==> src/rtl/slbc_pkg.sv <==
// Package for the status LED breathing controller: payload structs, register
// indexes, mode codes, sequencer states and the widths of the shared divider.
// No dependencies; every other file in rtl imports it.
package slbc_pkg;

  // Time base and field widths
  localparam int TIME_BITS = 32;
  localparam int LVL_W     = 8;
  localparam int Q16_W     = 16;
  localparam int CYC_W     = Q16_W + 2;             // sum of four 16-bit durations
  localparam int MUL_W     = CYC_W;                 // operand width of the multiplier
  localparam int PROD_W    = 2 * MUL_W;

  // Shared divider: dividend wide enough for time and the widest product,
  // rounded up to an even width as it retires two quotient bits a cycle.
  localparam int DIV_RAW   = (TIME_BITS > Q16_W + CYC_W) ? TIME_BITS : Q16_W + CYC_W;
  localparam int DIV_W     = ((DIV_RAW + 1) / 2) * 2;
  localparam int DIVR_W    = CYC_W;
  localparam int DIV_STEPS = 2;
  localparam int DIV_CYC   = DIV_W / DIV_STEPS;
  localparam int DIV_CNT_W = $clog2(DIV_CYC);

  // Configuration port
  localparam int CFG_ADDR_W = 3;
  localparam int CFG_DATA_W = 16;

  // Fixed-point constants
  localparam logic [Q16_W-1:0] Q16_ONE     = 16'hFFFF;
  localparam logic [CYC_W-1:0] Q16_THREE   = 18'd196605;
  localparam logic [31:0]      Q8_HALF     = 32'd32767;
  localparam logic [LVL_W:0]   DRIVEN_NONE = 9'h100;

  typedef enum logic [CFG_ADDR_W-1:0] {
    REG_MAX_LEVEL   = 3'd0,
    REG_SOLID_LEVEL = 3'd1,
    REG_BLINK_HALF  = 3'd2,
    REG_INHALE      = 3'd3,
    REG_PEAK        = 3'd4,
    REG_EXHALE      = 3'd5,
    REG_REST        = 3'd6
  } reg_idx_t;

  typedef enum logic [1:0] {
    MODE_WAIT   = 2'd0,
    MODE_BREATH = 2'd1,
    MODE_STREAM = 2'd2,
    MODE_NONE   = 2'd3
  } mode_t;

  typedef struct packed {
    logic [LVL_W-1:0] max_level;
    logic [LVL_W-1:0] solid_level;
    logic [Q16_W-1:0] blink_half_ms;
    logic [Q16_W-1:0] inhale_ms;
    logic [Q16_W-1:0] peak_ms;
    logic [Q16_W-1:0] exhale_ms;
    logic [Q16_W-1:0] rest_ms;
  } cfg_t;

  typedef struct packed {
    logic [TIME_BITS-1:0] now_ms;
    logic                 streaming;
    logic                 mounted;
  } in_t;

  typedef struct packed {
    logic [LVL_W-1:0] level;
    logic [1:0]       mode;
    logic             changed;
  } out_t;

  typedef struct packed {
    logic              start;
    logic [DIV_W-1:0]  dividend;
    logic [DIVR_W-1:0] divisor;
  } div_req_t;

  typedef struct packed {
    logic              done;
    logic [DIV_W-1:0]  quot;
    logic [DIVR_W-1:0] rem;
  } div_rsp_t;

  typedef enum logic [4:0] {
    S_IDLE,
    S_ENTRY,
    S_BRANCH,
    S_PH_DIV,
    S_PH_WAIT,
    S_SEG,
    S_X_MUL,
    S_X_DIV,
    S_X_WAIT,
    S_SQ_MUL,
    S_SQ_DIV,
    S_SQ_WAIT,
    S_E_MUL,
    S_E_DIV,
    S_E_WAIT,
    S_SC_MUL,
    S_SC_DIV,
    S_SC_WAIT,
    S_DITHER,
    S_FIN
  } core_state_t;

endpackage

==> src/rtl/slbc_div.sv <==
// Shared restoring divider of the LED controller, two quotient bits a cycle.
// Depends on slbc_pkg for widths and the request and response structs.
module slbc_div (
  input  logic               clk,
  input  logic               rst_n,
  input  slbc_pkg::div_req_t req,
  output slbc_pkg::div_rsp_t rsp
);
  import slbc_pkg::*;

  logic [DIV_W-1:0]     quo_r, quo_nxt;
  logic [DIVR_W-1:0]    rem_r, rem_nxt;
  logic [DIVR_W-1:0]    dsr_r;
  logic [DIV_CNT_W-1:0] cnt_r;
  logic                 busy_r;
  logic                 done_r;
  logic [DIVR_W:0]      trial;

  // Two shift, compare and subtract steps per cycle.
  always_comb begin
    rem_nxt = rem_r;
    quo_nxt = quo_r;
    trial   = '0;
    for (int i = 0; i < DIV_STEPS; i++) begin
      trial   = {rem_nxt, quo_nxt[DIV_W-1]};
      quo_nxt = {quo_nxt[DIV_W-2:0], 1'b0};
      if (trial >= {1'b0, dsr_r}) begin
        trial      = trial - {1'b0, dsr_r};
        quo_nxt[0] = 1'b1;
      end
      rem_nxt = trial[DIVR_W-1:0];
    end
  end

  // Control: load on start, count down the steps, flag completion for one cycle.
  always_ff @(posedge clk) begin
    if (!rst_n) begin
      busy_r <= 1'b0;
      done_r <= 1'b0;
      cnt_r  <= '0;
    end else begin
      done_r <= 1'b0;
      if (req.start) begin
        busy_r <= 1'b1;
        cnt_r  <= DIV_CNT_W'(DIV_CYC - 1);
      end else if (busy_r) begin
        if (cnt_r == '0) begin
          busy_r <= 1'b0;
          done_r <= 1'b1;
        end else begin
          cnt_r <= cnt_r - 1'b1;
        end
      end
    end
  end

  // Working registers.
  always_ff @(posedge clk) begin
    if (req.start) begin
      quo_r <= req.dividend;
      rem_r <= '0;
      dsr_r <= req.divisor;
    end else if (busy_r) begin
      quo_r <= quo_nxt;
      rem_r <= rem_nxt;
    end
  end

  assign rsp.done = done_r;
  assign rsp.quot = quo_r;
  assign rsp.rem  = rem_r;

  // A new division is never started while one is running.
  a_no_restart: assert property (@(posedge clk) disable iff (!rst_n)
    req.start |-> !busy_r) else $error("divider restarted while busy");

  // Completion follows the last step and only that.
  a_done_after_busy: assert property (@(posedge clk) disable iff (!rst_n)
    done_r |-> $past(busy_r) && !busy_r) else $error("divider done without a run");

  a_last_step_done: assert property (@(posedge clk) disable iff (!rst_n)
    busy_r && cnt_r == '0 && !req.start |=> done_r) else $error("divider lost completion");

endmodule

==> src/rtl/slbc_core.sv <==
// Sequencer and datapath of the LED controller: mode handling, blink timer,
// breathing curve through one shared multiplier and the shared divider, dither.
// Depends on slbc_pkg; drives slbc_div through a request struct.
module slbc_core (
  input  logic               clk,
  input  logic               rst_n,
  input  slbc_pkg::cfg_t     cfg,
  input  logic               start,
  input  slbc_pkg::in_t      in_beat,
  output logic               idle,
  output logic               res_valid,
  input  logic               res_take,
  output slbc_pkg::out_t     res,
  output slbc_pkg::div_req_t div_req,
  input  slbc_pkg::div_rsp_t div_rsp
);
  import slbc_pkg::*;

  core_state_t          state_r, state_nxt;
  logic [TIME_BITS-1:0] now_r, now_nxt;
  mode_t                mode_r, mode_nxt;
  mode_t                cur_mode_r, cur_mode_nxt;
  logic                 phase_r, phase_nxt;
  logic [TIME_BITS-1:0] last_tog_r, last_tog_nxt;
  logic [TIME_BITS-1:0] cyc_start_r, cyc_start_nxt;
  logic [LVL_W:0]       dither_r, dither_nxt;
  logic [LVL_W:0]       driven_r, driven_nxt;
  logic [CYC_W-1:0]     ph_r, ph_nxt;
  logic [Q16_W-1:0]     t_r, t_nxt;
  logic [Q16_W-1:0]     span_r, span_nxt;
  logic                 exh_r, exh_nxt;
  logic [Q16_W-1:0]     x_r, x_nxt;
  logic [Q16_W-1:0]     sq_r, sq_nxt;
  logic [Q16_W-1:0]     curve_r, curve_nxt;
  logic [PROD_W-1:0]    mul_r, mul_nxt;
  logic [Q16_W-1:0]     q8_r, q8_nxt;
  logic [LVL_W-1:0]     level_r, level_nxt;

  logic [MUL_W-1:0]     mul_a, mul_b;
  logic [TIME_BITS-1:0] blink_el, breath_el;
  logic                 blink_due;
  logic [CYC_W-1:0]     e1, e2, e3, cyc;
  logic [31:0]          scaled;
  logic [LVL_W:0]       lvl9;
  logic [LVL_W+1:0]     dsum;
  logic [Q16_W-1:0]     e_val;

  // Elapsed times wrap with the time base.
  assign blink_el  = now_r - last_tog_r;
  assign breath_el = now_r - cyc_start_r;
  assign blink_due = blink_el >= TIME_BITS'(cfg.blink_half_ms);

  // Segment boundaries of the breathing cycle.
  assign e1  = CYC_W'(cfg.inhale_ms);
  assign e2  = e1 + CYC_W'(cfg.peak_ms);
  assign e3  = e2 + CYC_W'(cfg.exhale_ms);
  assign cyc = e3 + CYC_W'(cfg.rest_ms);

  // Curve times max_level, moved to Q8 and rounded before the final division.
  assign scaled = {mul_r[LVL_W+Q16_W-1:0], {LVL_W{1'b0}}} + Q8_HALF;
  assign e_val  = div_rsp.quot[Q16_W-1:0];

  // Dither: integer part plus a carry from the fraction accumulator, clamped.
  always_comb begin
    lvl9 = {1'b0, q8_r[Q16_W-1:LVL_W]};
    dsum = {1'b0, dither_r} + (LVL_W+2)'(q8_r[LVL_W-1:0]);
    if (dsum >= (LVL_W+2)'(DRIVEN_NONE)) begin
      lvl9 = lvl9 + 1'b1;
      dsum = dsum - (LVL_W+2)'(DRIVEN_NONE);
    end
    if (lvl9 > {1'b0, cfg.max_level}) begin
      lvl9 = {1'b0, cfg.max_level};
    end
  end

  // Next state.
  always_comb begin
    state_nxt = state_r;
    unique case (state_r)
      S_IDLE:    if (start) state_nxt = S_ENTRY;
      S_ENTRY:   state_nxt = S_BRANCH;
      S_BRANCH: begin
        if (mode_r == MODE_BREATH) begin
          state_nxt = (cyc == '0) ? S_SEG : S_PH_DIV;
        end else begin
          state_nxt = S_FIN;
        end
      end
      S_PH_DIV:  state_nxt = S_PH_WAIT;
      S_PH_WAIT: if (div_rsp.done) state_nxt = S_SEG;
      S_SEG: begin
        if (ph_r < e1) begin
          state_nxt = S_X_MUL;
        end else if (ph_r < e2) begin
          state_nxt = S_SC_MUL;
        end else if (ph_r < e3) begin
          state_nxt = S_X_MUL;
        end else begin
          state_nxt = S_SC_MUL;
        end
      end
      S_X_MUL:   state_nxt = S_X_DIV;
      S_X_DIV:   state_nxt = S_X_WAIT;
      S_X_WAIT:  if (div_rsp.done) state_nxt = S_SQ_MUL;
      S_SQ_MUL:  state_nxt = S_SQ_DIV;
      S_SQ_DIV:  state_nxt = S_SQ_WAIT;
      S_SQ_WAIT: if (div_rsp.done) state_nxt = S_E_MUL;
      S_E_MUL:   state_nxt = S_E_DIV;
      S_E_DIV:   state_nxt = S_E_WAIT;
      S_E_WAIT:  if (div_rsp.done) state_nxt = S_SC_MUL;
      S_SC_MUL:  state_nxt = S_SC_DIV;
      S_SC_DIV:  state_nxt = S_SC_WAIT;
      S_SC_WAIT: if (div_rsp.done) state_nxt = S_DITHER;
      S_DITHER:  state_nxt = S_FIN;
      S_FIN:     if (res_take) state_nxt = S_IDLE;
      default:   state_nxt = S_IDLE;
    endcase
  end

  // Outputs: handshake, multiplier operands and divider requests.
  always_comb begin
    idle            = (state_r == S_IDLE);
    res_valid       = (state_r == S_FIN);
    res.level       = level_r;
    res.mode        = mode_r;
    res.changed     = ({1'b0, level_r} != driven_r);
    mul_a           = '0;
    mul_b           = '0;
    div_req.start    = 1'b0;
    div_req.dividend = '0;
    div_req.divisor  = '0;
    unique case (state_r)
      S_X_MUL: begin
        mul_a = MUL_W'(t_r);
        mul_b = MUL_W'(Q16_ONE);
      end
      S_SQ_MUL: begin
        mul_a = MUL_W'(x_r);
        mul_b = MUL_W'(x_r);
      end
      S_E_MUL: begin
        mul_a = MUL_W'(sq_r);
        mul_b = Q16_THREE - MUL_W'({x_r, 1'b0});
      end
      S_SC_MUL: begin
        mul_a = MUL_W'(cfg.max_level);
        mul_b = MUL_W'(curve_r);
      end
      S_PH_DIV: begin
        div_req.start    = 1'b1;
        div_req.dividend = DIV_W'(breath_el);
        div_req.divisor  = cyc;
      end
      S_X_DIV: begin
        div_req.start    = 1'b1;
        div_req.dividend = mul_r[DIV_W-1:0];
        div_req.divisor  = DIVR_W'(span_r);
      end
      S_SQ_DIV, S_E_DIV: begin
        div_req.start    = 1'b1;
        div_req.dividend = mul_r[DIV_W-1:0];
        div_req.divisor  = DIVR_W'(Q16_ONE);
      end
      S_SC_DIV: begin
        div_req.start    = 1'b1;
        div_req.dividend = DIV_W'(scaled);
        div_req.divisor  = DIVR_W'(Q16_ONE);
      end
      default: ;
    endcase
  end

  // Datapath register updates.
  always_comb begin
    now_nxt       = now_r;
    mode_nxt      = mode_r;
    cur_mode_nxt  = cur_mode_r;
    phase_nxt     = phase_r;
    last_tog_nxt  = last_tog_r;
    cyc_start_nxt = cyc_start_r;
    dither_nxt    = dither_r;
    driven_nxt    = driven_r;
    ph_nxt        = ph_r;
    t_nxt         = t_r;
    span_nxt      = span_r;
    exh_nxt       = exh_r;
    x_nxt         = x_r;
    sq_nxt        = sq_r;
    curve_nxt     = curve_r;
    q8_nxt        = q8_r;
    level_nxt     = level_r;
    mul_nxt       = mul_a * mul_b;
    unique case (state_r)
      S_IDLE: begin
        if (start) begin
          now_nxt = in_beat.now_ms;
          if (in_beat.streaming) begin
            mode_nxt = MODE_STREAM;
          end else if (in_beat.mounted) begin
            mode_nxt = MODE_BREATH;
          end else begin
            mode_nxt = MODE_WAIT;
          end
        end
      end
      // Entering a new mode restarts timers, dither and blink phase.
      S_ENTRY: begin
        if (mode_r != cur_mode_r) begin
          cur_mode_nxt  = mode_r;
          driven_nxt    = DRIVEN_NONE;
          phase_nxt     = 1'b1;
          dither_nxt    = '0;
          last_tog_nxt  = now_r;
          cyc_start_nxt = now_r;
        end
      end
      S_BRANCH: begin
        unique case (mode_r)
          MODE_STREAM: level_nxt = cfg.solid_level;
          MODE_WAIT: begin
            if (blink_due) begin
              phase_nxt    = ~phase_r;
              last_tog_nxt = now_r;
              level_nxt    = phase_r ? '0 : cfg.max_level;
            end else begin
              level_nxt    = phase_r ? cfg.max_level : '0;
            end
          end
          MODE_BREATH: if (cyc == '0) ph_nxt = '0;
          MODE_NONE: ;
        endcase
      end
      S_PH_WAIT: if (div_rsp.done) ph_nxt = div_rsp.rem;
      // Pick the segment of the breathing cycle.
      S_SEG: begin
        if (ph_r < e1) begin
          t_nxt    = ph_r[Q16_W-1:0];
          span_nxt = cfg.inhale_ms;
          exh_nxt  = 1'b0;
        end else if (ph_r < e2) begin
          curve_nxt = Q16_ONE;
        end else if (ph_r < e3) begin
          t_nxt    = Q16_W'(ph_r - e2);
          span_nxt = cfg.exhale_ms;
          exh_nxt  = 1'b1;
        end else begin
          curve_nxt = '0;
        end
      end
      S_X_WAIT:  if (div_rsp.done) x_nxt = e_val;
      S_SQ_WAIT: if (div_rsp.done) sq_nxt = e_val;
      S_E_WAIT: begin
        if (div_rsp.done) begin
          curve_nxt = exh_r ? (Q16_ONE - e_val) : e_val;
        end
      end
      S_SC_WAIT: if (div_rsp.done) q8_nxt = e_val;
      S_DITHER: begin
        level_nxt  = lvl9[LVL_W-1:0];
        dither_nxt = dsum[LVL_W:0];
      end
      S_FIN: if (res_take) driven_nxt = {1'b0, level_r};
      default: ;
    endcase
  end

  // Control state.
  always_ff @(posedge clk) begin
    if (!rst_n) begin
      state_r     <= S_IDLE;
      cur_mode_r  <= MODE_NONE;
      phase_r     <= 1'b1;
      last_tog_r  <= '0;
      cyc_start_r <= '0;
      dither_r    <= '0;
      driven_r    <= DRIVEN_NONE;
    end else begin
      state_r     <= state_nxt;
      cur_mode_r  <= cur_mode_nxt;
      phase_r     <= phase_nxt;
      last_tog_r  <= last_tog_nxt;
      cyc_start_r <= cyc_start_nxt;
      dither_r    <= dither_nxt;
      driven_r    <= driven_nxt;
    end
  end

  // Working registers of one beat.
  always_ff @(posedge clk) begin
    now_r   <= now_nxt;
    mode_r  <= mode_nxt;
    ph_r    <= ph_nxt;
    t_r     <= t_nxt;
    span_r  <= span_nxt;
    exh_r   <= exh_nxt;
    x_r     <= x_nxt;
    sq_r    <= sq_nxt;
    curve_r <= curve_nxt;
    mul_r   <= mul_nxt;
    q8_r    <= q8_nxt;
    level_r <= level_nxt;
  end

  // A result always carries a real mode, and it is the mode in force.
  a_mode_known: assert property (@(posedge clk) disable iff (!rst_n)
    res_valid |-> mode_r != MODE_NONE && mode_r == cur_mode_r)
    else $error("result without a current mode");

  // The breathing level never exceeds the configured maximum.
  a_clamp: assert property (@(posedge clk) disable iff (!rst_n)
    res_valid && mode_r == MODE_BREATH |-> level_r <= cfg.max_level)
    else $error("breathing level above maximum");

  // Divider completion only arrives while the sequencer waits for it.
  a_done_in_wait: assert property (@(posedge clk) disable iff (!rst_n)
    div_rsp.done |-> state_r == S_PH_WAIT || state_r == S_X_WAIT ||
                     state_r == S_SQ_WAIT || state_r == S_E_WAIT || state_r == S_SC_WAIT)
    else $error("divider result with nobody waiting");

  // A delivered level becomes the driven level.
  a_driven: assert property (@(posedge clk) disable iff (!rst_n)
    res_valid && res_take |=> driven_r == {1'b0, $past(level_r)})
    else $error("driven level not recorded");

endmodule

==> src/rtl/status_led_breathing_controller.sv <==
// Top level of the status LED breathing controller: configuration registers,
// input and result handshakes with an output register. Depends on slbc_pkg,
// slbc_div and slbc_core.
//
//   Channel  Ports                          Beat
//   input    in_valid/in_ready/in_data      now_ms, streaming, mounted
//   result   out_valid/out_ready/out_data   level, mode, changed
//   config   cfg_we/cfg_addr/cfg_wdata      one register write per cycle
//
// Solid and blink beats pass the entry, branch and finish states on their way
// to the output register. Breathing beats on the hold or rest segments run up
// to two divisions and on the inhale or exhale segments five, all on the
// shared divider.
// Reset is synchronous, active low and restores the control and config registers.
// A result waiting in the output register does not block the next beat; the
// sequencer holds a finished result while the output register stays full.
module status_led_breathing_controller (
  input  logic                              clk,
  input  logic                              rst_n,
  input  logic                              in_valid,
  output logic                              in_ready,
  input  slbc_pkg::in_t                     in_data,
  output logic                              out_valid,
  input  logic                              out_ready,
  output slbc_pkg::out_t                    out_data,
  input  logic                              cfg_we,
  input  logic [slbc_pkg::CFG_ADDR_W-1:0]   cfg_addr,
  input  logic [slbc_pkg::CFG_DATA_W-1:0]   cfg_wdata
);
  import slbc_pkg::*;

  cfg_t     cfg_r;
  logic     core_idle;
  logic     res_valid;
  logic     out_free;
  out_t     res;
  div_req_t div_req;
  div_rsp_t div_rsp;
  logic     out_valid_r;
  out_t     out_data_r;

  // Configuration registers.
  always_ff @(posedge clk) begin
    if (!rst_n) begin
      cfg_r.max_level     <= 8'd5;
      cfg_r.solid_level   <= 8'd1;
      cfg_r.blink_half_ms <= 16'd500;
      cfg_r.inhale_ms     <= 16'd1500;
      cfg_r.peak_ms       <= 16'd200;
      cfg_r.exhale_ms     <= 16'd2100;
      cfg_r.rest_ms       <= 16'd1000;
    end else if (cfg_we) begin
      case (cfg_addr)
        REG_MAX_LEVEL:   cfg_r.max_level     <= cfg_wdata[LVL_W-1:0];
        REG_SOLID_LEVEL: cfg_r.solid_level   <= cfg_wdata[LVL_W-1:0];
        REG_BLINK_HALF:  cfg_r.blink_half_ms <= cfg_wdata[Q16_W-1:0];
        REG_INHALE:      cfg_r.inhale_ms     <= cfg_wdata[Q16_W-1:0];
        REG_PEAK:        cfg_r.peak_ms       <= cfg_wdata[Q16_W-1:0];
        REG_EXHALE:      cfg_r.exhale_ms     <= cfg_wdata[Q16_W-1:0];
        REG_REST:        cfg_r.rest_ms       <= cfg_wdata[Q16_W-1:0];
        default: ;
      endcase
    end
  end

  // Input handshake follows the sequencer.
  assign in_ready = core_idle;
  assign out_free = !out_valid_r || out_ready;

  slbc_core u_core (
    .clk       (clk),
    .rst_n     (rst_n),
    .cfg       (cfg_r),
    .start     (in_valid && in_ready),
    .in_beat   (in_data),
    .idle      (core_idle),
    .res_valid (res_valid),
    .res_take  (out_free),
    .res       (res),
    .div_req   (div_req),
    .div_rsp   (div_rsp)
  );

  slbc_div u_div (
    .clk   (clk),
    .rst_n (rst_n),
    .req   (div_req),
    .rsp   (div_rsp)
  );

  // Output register.
  always_ff @(posedge clk) begin
    if (!rst_n) begin
      out_valid_r <= 1'b0;
    end else if (res_valid && out_free) begin
      out_valid_r <= 1'b1;
    end else if (out_ready) begin
      out_valid_r <= 1'b0;
    end
  end

  always_ff @(posedge clk) begin
    if (res_valid && out_free) begin
      out_data_r <= res;
    end
  end

  assign out_valid = out_valid_r;
  assign out_data  = out_data_r;

endmodule

==> config.mk <==
export PLATFORM = sky130hd
export DESIGN_NAME = status_led_breathing_controller
export DESIGN_NICKNAME = d
export VERILOG_FILES = /design/src/rtl/slbc_pkg.sv /design/src/rtl/slbc_div.sv /design/src/rtl/slbc_core.sv /design/src/rtl/status_led_breathing_controller.sv
export SDC_FILE = /design/constraint.sdc
export NUM_CORES = 2
export LEC_CHECK = 0
export ABC_CLOCK_PERIOD_IN_PS = 26800
export BUFFER_PORTS_ARGS = -buffer_cell sky130_fd_sc_hd__buf_2
export CORE_AREA = 2 2 268 270
export DETAILED_ROUTE_END_ITERATION = 7
export DIE_AREA = 0 0 270 272
export PLACE_DENSITY = 0.71
export RECOVER_POWER = 50
export SLEW_MARGIN = 20
export SYNTH_ARGS = -nofsm -noshare
export SYNTH_HDL_FRONTEND = slang
export SYNTH_SLANG_ARGS = --single-unit
==> constraint.sdc <==
create_clock -name clk -period 26.8 [get_ports clk]
set_input_delay 5.36 -clock clk [delete_from_list [all_inputs] [get_ports clk]]
set_output_delay 5.36 -clock clk [all_outputs]
set_load 0.01 [all_outputs]
# After elaboration in Yosys (flattened, before gate mapping)

Index checks and enable logic that the tools add are counted.

Add/subtract/negate cells: 15
Multiply operators: 1
$lt $le $gt $ge: 8
Eq/ne operators: 46
Muxes and demuxes: 71
Bitwise logic cells: 4
Reduce and logical (&&, ||, !) cells: 43

Operator list:

| kind                     | count |
|---|---|
| $pmux W53 S4             | 1 |
| $mux W16                 | 11 |
| $pmux W5 S20             | 1 |
| $mux W32                 | 3 |
| $mux W18                 | 5 |
| $pmux W18 S4             | 1 |
| $mux W34                 | 2 |
| $mux W5                  | 13 |
| $pmux W16 S4             | 1 |
| $pmux W32 S2             | 1 |
| $sub A32 B32 Y32         | 2 |
| $mux W9                  | 5 |
| $eq A5 B4 Y1 const B     | 8 |
| $ge A19 B18 Y1           | 2 |
| $pmux W18 S2             | 1 |
| $pmux W9 S2              | 2 |
| $sub A18 B18 Y18         | 2 |
| $mul A16 B18 Y34         | 1 |
| $add A32 B15 Y32 const B | 1 |
| $ge A32 B16 Y1           | 1 |
| $mux W8                  | 4 |
| $pmux W16 S2             | 1 |
| $pmux W8 S2              | 2 |
| $reduce_and A2 Y1        | 16 |
| 48 further kinds         | 101 |

Register bits: 466
Output and inout bits: 13

# Longest topological paths before layout

Word-level depth: 7
Depth in mapped cells: 34
Mapped depth without buffers: 32

# Cells and area by module

Synthesis repeated with hierarchy kept, for this count alone.

Cell total of the unflattened synthesis: 4,292
Area total of the unflattened synthesis: 38,836.0 sq um

By module, submodules not included:

| module                          | times used | cells each | area each (sq um) | sequential area each (sq um) |
|---|---|---|---|---|
| slbc_core                       | 1          | 3,401      | 29,509.6          | 7,196.9 |
| slbc_div                        | 1          | 523        | 5,273.8           | 2,062.0 |
| status_led_breathing_controller | 1          | 368        | 4,052.6           | 2,272.2 |

# Least setup slack after synthesis

Ideal clock, no wire load.

Path kind: flip-flop to flip-flop
Start point: register cfg_r[33] (netlist bit)
End point: register u_core.exh_r, enable pin
Data arrival time: 7.927 ns
Setup slack: 18.368 ns
Cell stages (with the launch flop): 26
Buffers on the path: 0
Cell sequence: dfxtp_1 -> ha_1 -> a21o_1 -> a21oi_1 -> o21ai_0 -> a21oi_1 -> o21bai_1 -> a41o_1 -> or2_2 -> xor2_1 -> ha_1 -> nor2b_1 -> a311oi_1 -> o2bb2ai_1 -> xnor2_1 -> inv_1 -> ha_1 -> a21o_1 -> a211o_1 -> a2111oi_0 -> o31ai_1 -> o2111ai_1 -> nand3_1 -> o211ai_1 -> a21oi_1 -> nor4_1

Longest elaborated chain between the ends: 5

Ends and longest elaborated chain:

| what                          | line                                  | source |
|---|---|---|
| from (decl)                   | status_led_breathing_controller.sv:32 | `cfg_t cfg_r;` |
| $add A16 B16 Y17 *            | slbc_core.sv:55                       | `assign e2 = e1 + CYC_W'(cfg.peak_ms);` |
| $add A17 B16 Y18              | slbc_core.sv:56                       | `assign e3 = e2 + CYC_W'(cfg.exhale_ms);` |
| $lt A18 B18 Y1                | slbc_core.sv:242                      | `end else if (ph_r < e3) begin` |
| $reduce_bool A2 Y1 (no line)  | --                                    |  |
| $reduce_and A3 Y1 (no line) * | --                                    |  |
| to (signal assigned)          | slbc_core.sv:295                      | `exh_r <= exh_nxt;` |
| to (decl)                     | slbc_core.sv:31                       | `logic exh_r, exh_nxt;` |

Mark *: on every way between the ends. The rest lies on a longest branch, timed or not.
A chain may end at the register's enable or synchronous reset.

# Worst setup path in the final report

Start point: input rst_n
End point: register u_div.done_r

Longest elaborated chain between the ends: 2

Ends and longest elaborated chain:

| what                       | line                                  | source |
|---|---|---|
| from (decl)                | status_led_breathing_controller.sv:19 | `input logic rst_n,` |
| $not A1 Y1 (no line)       | --                                    |  |
| $reduce_or A3 Y1 (no line) | --                                    |  |
| to (signal assigned)       | slbc_div.sv:39                        | `done_r <= 1'b0;` |
| to (signal assigned)       | slbc_div.sv:42                        | `done_r <= 1'b0;` |
| to (signal assigned)       | slbc_div.sv:49                        | `done_r <= 1'b1;` |
| to (decl)                  | slbc_div.sv:16                        | `logic done_r;` |

Every way passes these cells.

==> flow_summary.yaml <==
status:
  outcome: "complete, but fails checks"
  violated_checks: "capacitance limit, slew limit"
synth:
  syn-mean-instance-area_sq_um: 8.82
  yosys-top-cells-count: "sky130_fd_sc_hd__nand2_1 (710), sky130_fd_sc_hd__inv_1 (473), sky130_fd_sc_hd__ha_1 (338), sky130_fd_sc_hd__nor2_1 (311), sky130_fd_sc_hd__dfxtp_1 (246)"
  synth.ff_latch_count: 466
  net_count_of_the_mapped_netlist: 4980
  yosysSeqAreaShare_pct: 30.0
  ys_dominant_reg_cell: "sky130_fd_sc_hd__dfxtp_1"
  postSynth.asyncResetShare_pct: 0
  netlist_area_sq_mm: 0.0384
  synthesis.yosys.warnings: 0
  ys_types: 95
  post_synth_main_area_contributors: "sky130_fd_sc_hd__edfxtp_1 (17%), sky130_fd_sc_hd__dfxtp_1 (13%), sky130_fd_sc_hd__fa_1 (12%), sky130_fd_sc_hd__ha_1 (11%), sky130_fd_sc_hd__nand2_1 (6.9%)"
  post_synth_inst_count: 4353
  synth_area_leader_cell: "sky130_fd_sc_hd__edfxtp_1"
  synth_largest_type_area_fraction_pct: 17.2
  number_of_enable_flip_flop_cells_after_synthesis: 220
  synthMostInstantiatedCell: "sky130_fd_sc_hd__nand2_1"
finish:
  final_layout_size_suffix_gt1_share_pct: 5.52
  area_growth_pct: 7.58
  design.final.nets: 4986
  antenna_cells_inserted: 0
detailed_routing:
  route.detailed.wl_per_inst_microns: 20.1
  ant_nets: 0
  drt_pass1_iterations: 6
  detail_route.vias_per_cell: 5.91
  routed-via-count: 31600
  routed_wirelength_microns: 108000
  drt_iter0_drc: 3114
  drc: 0
setup_path:
  worstSetupPathType: "in -> reg"
  category_of_the_worst_setup_path_capture_point: "register"
  worst_setup_path_start_kind: "primary input"
  critPathRequiredTime_ps: 27330
  arrival_ps: 10310
  crit_path_max_fanout: 124
clocking:
  clkTransAtPathRegs_ps: 60
  clk_root_buffer_cell: "sky130_fd_sc_hd__clkbuf_16"
  tritoncts: "built"
  cts_hold_buf: 0
  clock_latency_ps: 620
  clockBufferDepth: 3
  clock-sinks: 466
  htreeDepth: 2
  post-cts-setup-buffers: 0
  cts_repair_resize_count: 0
  tritoncts.num_buffers: 49
die:
  die_height_microns: 272
  io_pins: 71
  num_rows: 98
  core_area_sq_mm: 0.0708
  start_util_pct: 54.2
  fp.dieArea_sq_mm: 0.0734
  dieWidth_microns: 270
global_route:
  first_global_vias: 30000
  largest_net_degree_at_the_start_of_global_routing: 125
  antenna_found_initial: 0
  grt_usage_pct: 29.1
  grt_remaining_overflow: 0
  global_route_wire_length_before_repair_microns: 169000
timing:
  timing.slew.headroom_pct: -214
  hold_viol_final: 0
  final_min_period_over_clock_period_pct: 36.5
  pnr_worst_setup_slack_ps: 17020
  clock-skew-final_ps: 44.1
  total_negative_slack_ps: 0
  timing_max_transition_violations_final: 318
  setup-violations-final: 0
  rsz0062_at_grt: "no"
  timing.final.crit_period_ps: 9780
  timing.fmax_ghz: 0.102
  tightest_slew_ps: 4710
placed_design:
  post-dp-hpwl_microns: 81600
  io_buffers: 70
  gp_routability_congestion: 0.999
  preCtsSetupSlack_ps: 17990
power:
  max-vdd-ir-drop_mv: 0.0787
  cellPowerDensity_mw_per_mm2: 82.3
  switching_power_mw: 1.43
  pwr-share-seq_pct: 30.0
  power.share.combinational_pct: 49.4
  swShare_pct: 42.2
  power_leakage_nw: 17.3
  clock_power_share_pct: 20.6
  cellInternalPower_mw: 1.96
worst_hold_path:
  hp-class: "reg -> reg"
flow_run:
  max-cap-violations: 6
-- path summary, 6_finish.rpt --
path | to | slack (ps) | cells after the start | from
worst min register to register | u_core.last_tog_r[17] | 460 | 2 | u_core.last_tog_r[17]
worst max register to register | u_core.mul_r[31] | 17640 | 28 | u_core.state_r[0]
worst min-delay path | u_core.last_tog_r[17] | 460 | 2 | u_core.last_tog_r[17]
worst max-delay path | u_div.done_r | 17020 | 4 | rst_n
-- final cells by class --
cell class | count | area, sq um
fill | 6386 | 29500
multi-input combinational | 3251 | 24500
sequential | 466 | 11500
inverter | 474 | 1780
clock buffer | 75 | 1500
tap | 950 | 1190
timing repair buffer | 117 | 659
clock inverter | 16 | 141
-- metal layers --
metal  global-route usage [%]  share of wire, %  vias up
met4                     9.02               3.3        0
met5                        0                 0        -
met3                     4.39               8.5      173
met1                     42.1                45    15200
li1                         -                 -    15000
met2                     44.9                43     1265
-- stage by stage --
stage	hold WS [ps]	cell area (sq um)	std cells	utilization, %	power, mW
global placement	444	39700	5257	56.1	2.66
finish	458	41300	5349	58.4	3.40
global route	474	41300	5349	58.4	3.62
detailed placement	448	39700	5257	56.1	2.68
CTS	462	41300	5348	58.4	3.38
floorplan	431	38400	4353	-	2.26
-- placed cells by master (no fill, tap or decap), drive strengths merged, types with 35 or more instances in the layout --
| master | instances |
|---|---|
| nand2 | 710 |
| inv | 476 |
| ha | 338 |
| nor2 | 311 |
| dfxtp | 246 |
| fa | 231 |
| edfxtp | 220 |
| a21oi | 209 |
| o21ai | 159 |
| xnor2 | 150 |
| a21boi | 118 |
| nand3 | 111 |
| buf | 103 |
| clkbuf | 89 |
| xor2 | 84 |
| a21o | 80 |
| nor3 | 57 |
| nand2b | 48 |
| nand4 | 47 |
| mux2i | 44 |
| and2 | 40 |
| o211ai | 36 |
| nor2b | 35 |
| o21a | 35 |
-- registers in the layout (all words and copies together) (netlist names), 18 cells and up --
signal,flops
u_div.quo_r,34
u_core.cyc_start_r,32
u_div.dsr_r,18
u_core.ph_r,18
u_core.now_r,32
u_div.rem_r,18
u_core.mul_r,34
cfg_r,96
u_core.last_tog_r,32
-- power by group through the flow --
stage               clock network [mW]  logic (mW)  registers (mW)
finish                           0.699        1.68            1.02
global route                     0.734        1.85            1.03
CTS                              0.707        1.66            1.01
detailed placement                   0        1.65            1.03
global placement                     0        1.63            1.03
floorplan                            0        1.29           0.969
-- critical path, cell delays in order --
cell                       delay, ps
sky130_fd_sc_hd__clkbuf_1       3230
sky130_fd_sc_hd__buf_4          1170
sky130_fd_sc_hd__nand2_1         300
sky130_fd_sc_hd__nor2_1          210
-- kinds of logic (layout without fill, tap and decap cells) --
kind of cell | after synthesis | after routing | synth area share, %
DFF | 466 | 466 | 30.0
AOI/OAI and AO/OA | 917 | 917 | 16.5
buffers and inverters | 636 | 682 | 6.31
and+or+nand+nor | 1461 | 1461 | 16.8
xor gates and xnor gates | 234 | 234 | 5.36
muxes | 70 | 70 | 1.91
adders and majority gates | 569 | 569 | 23.1
No activity file was read; power rests on OpenSTA's default activity.
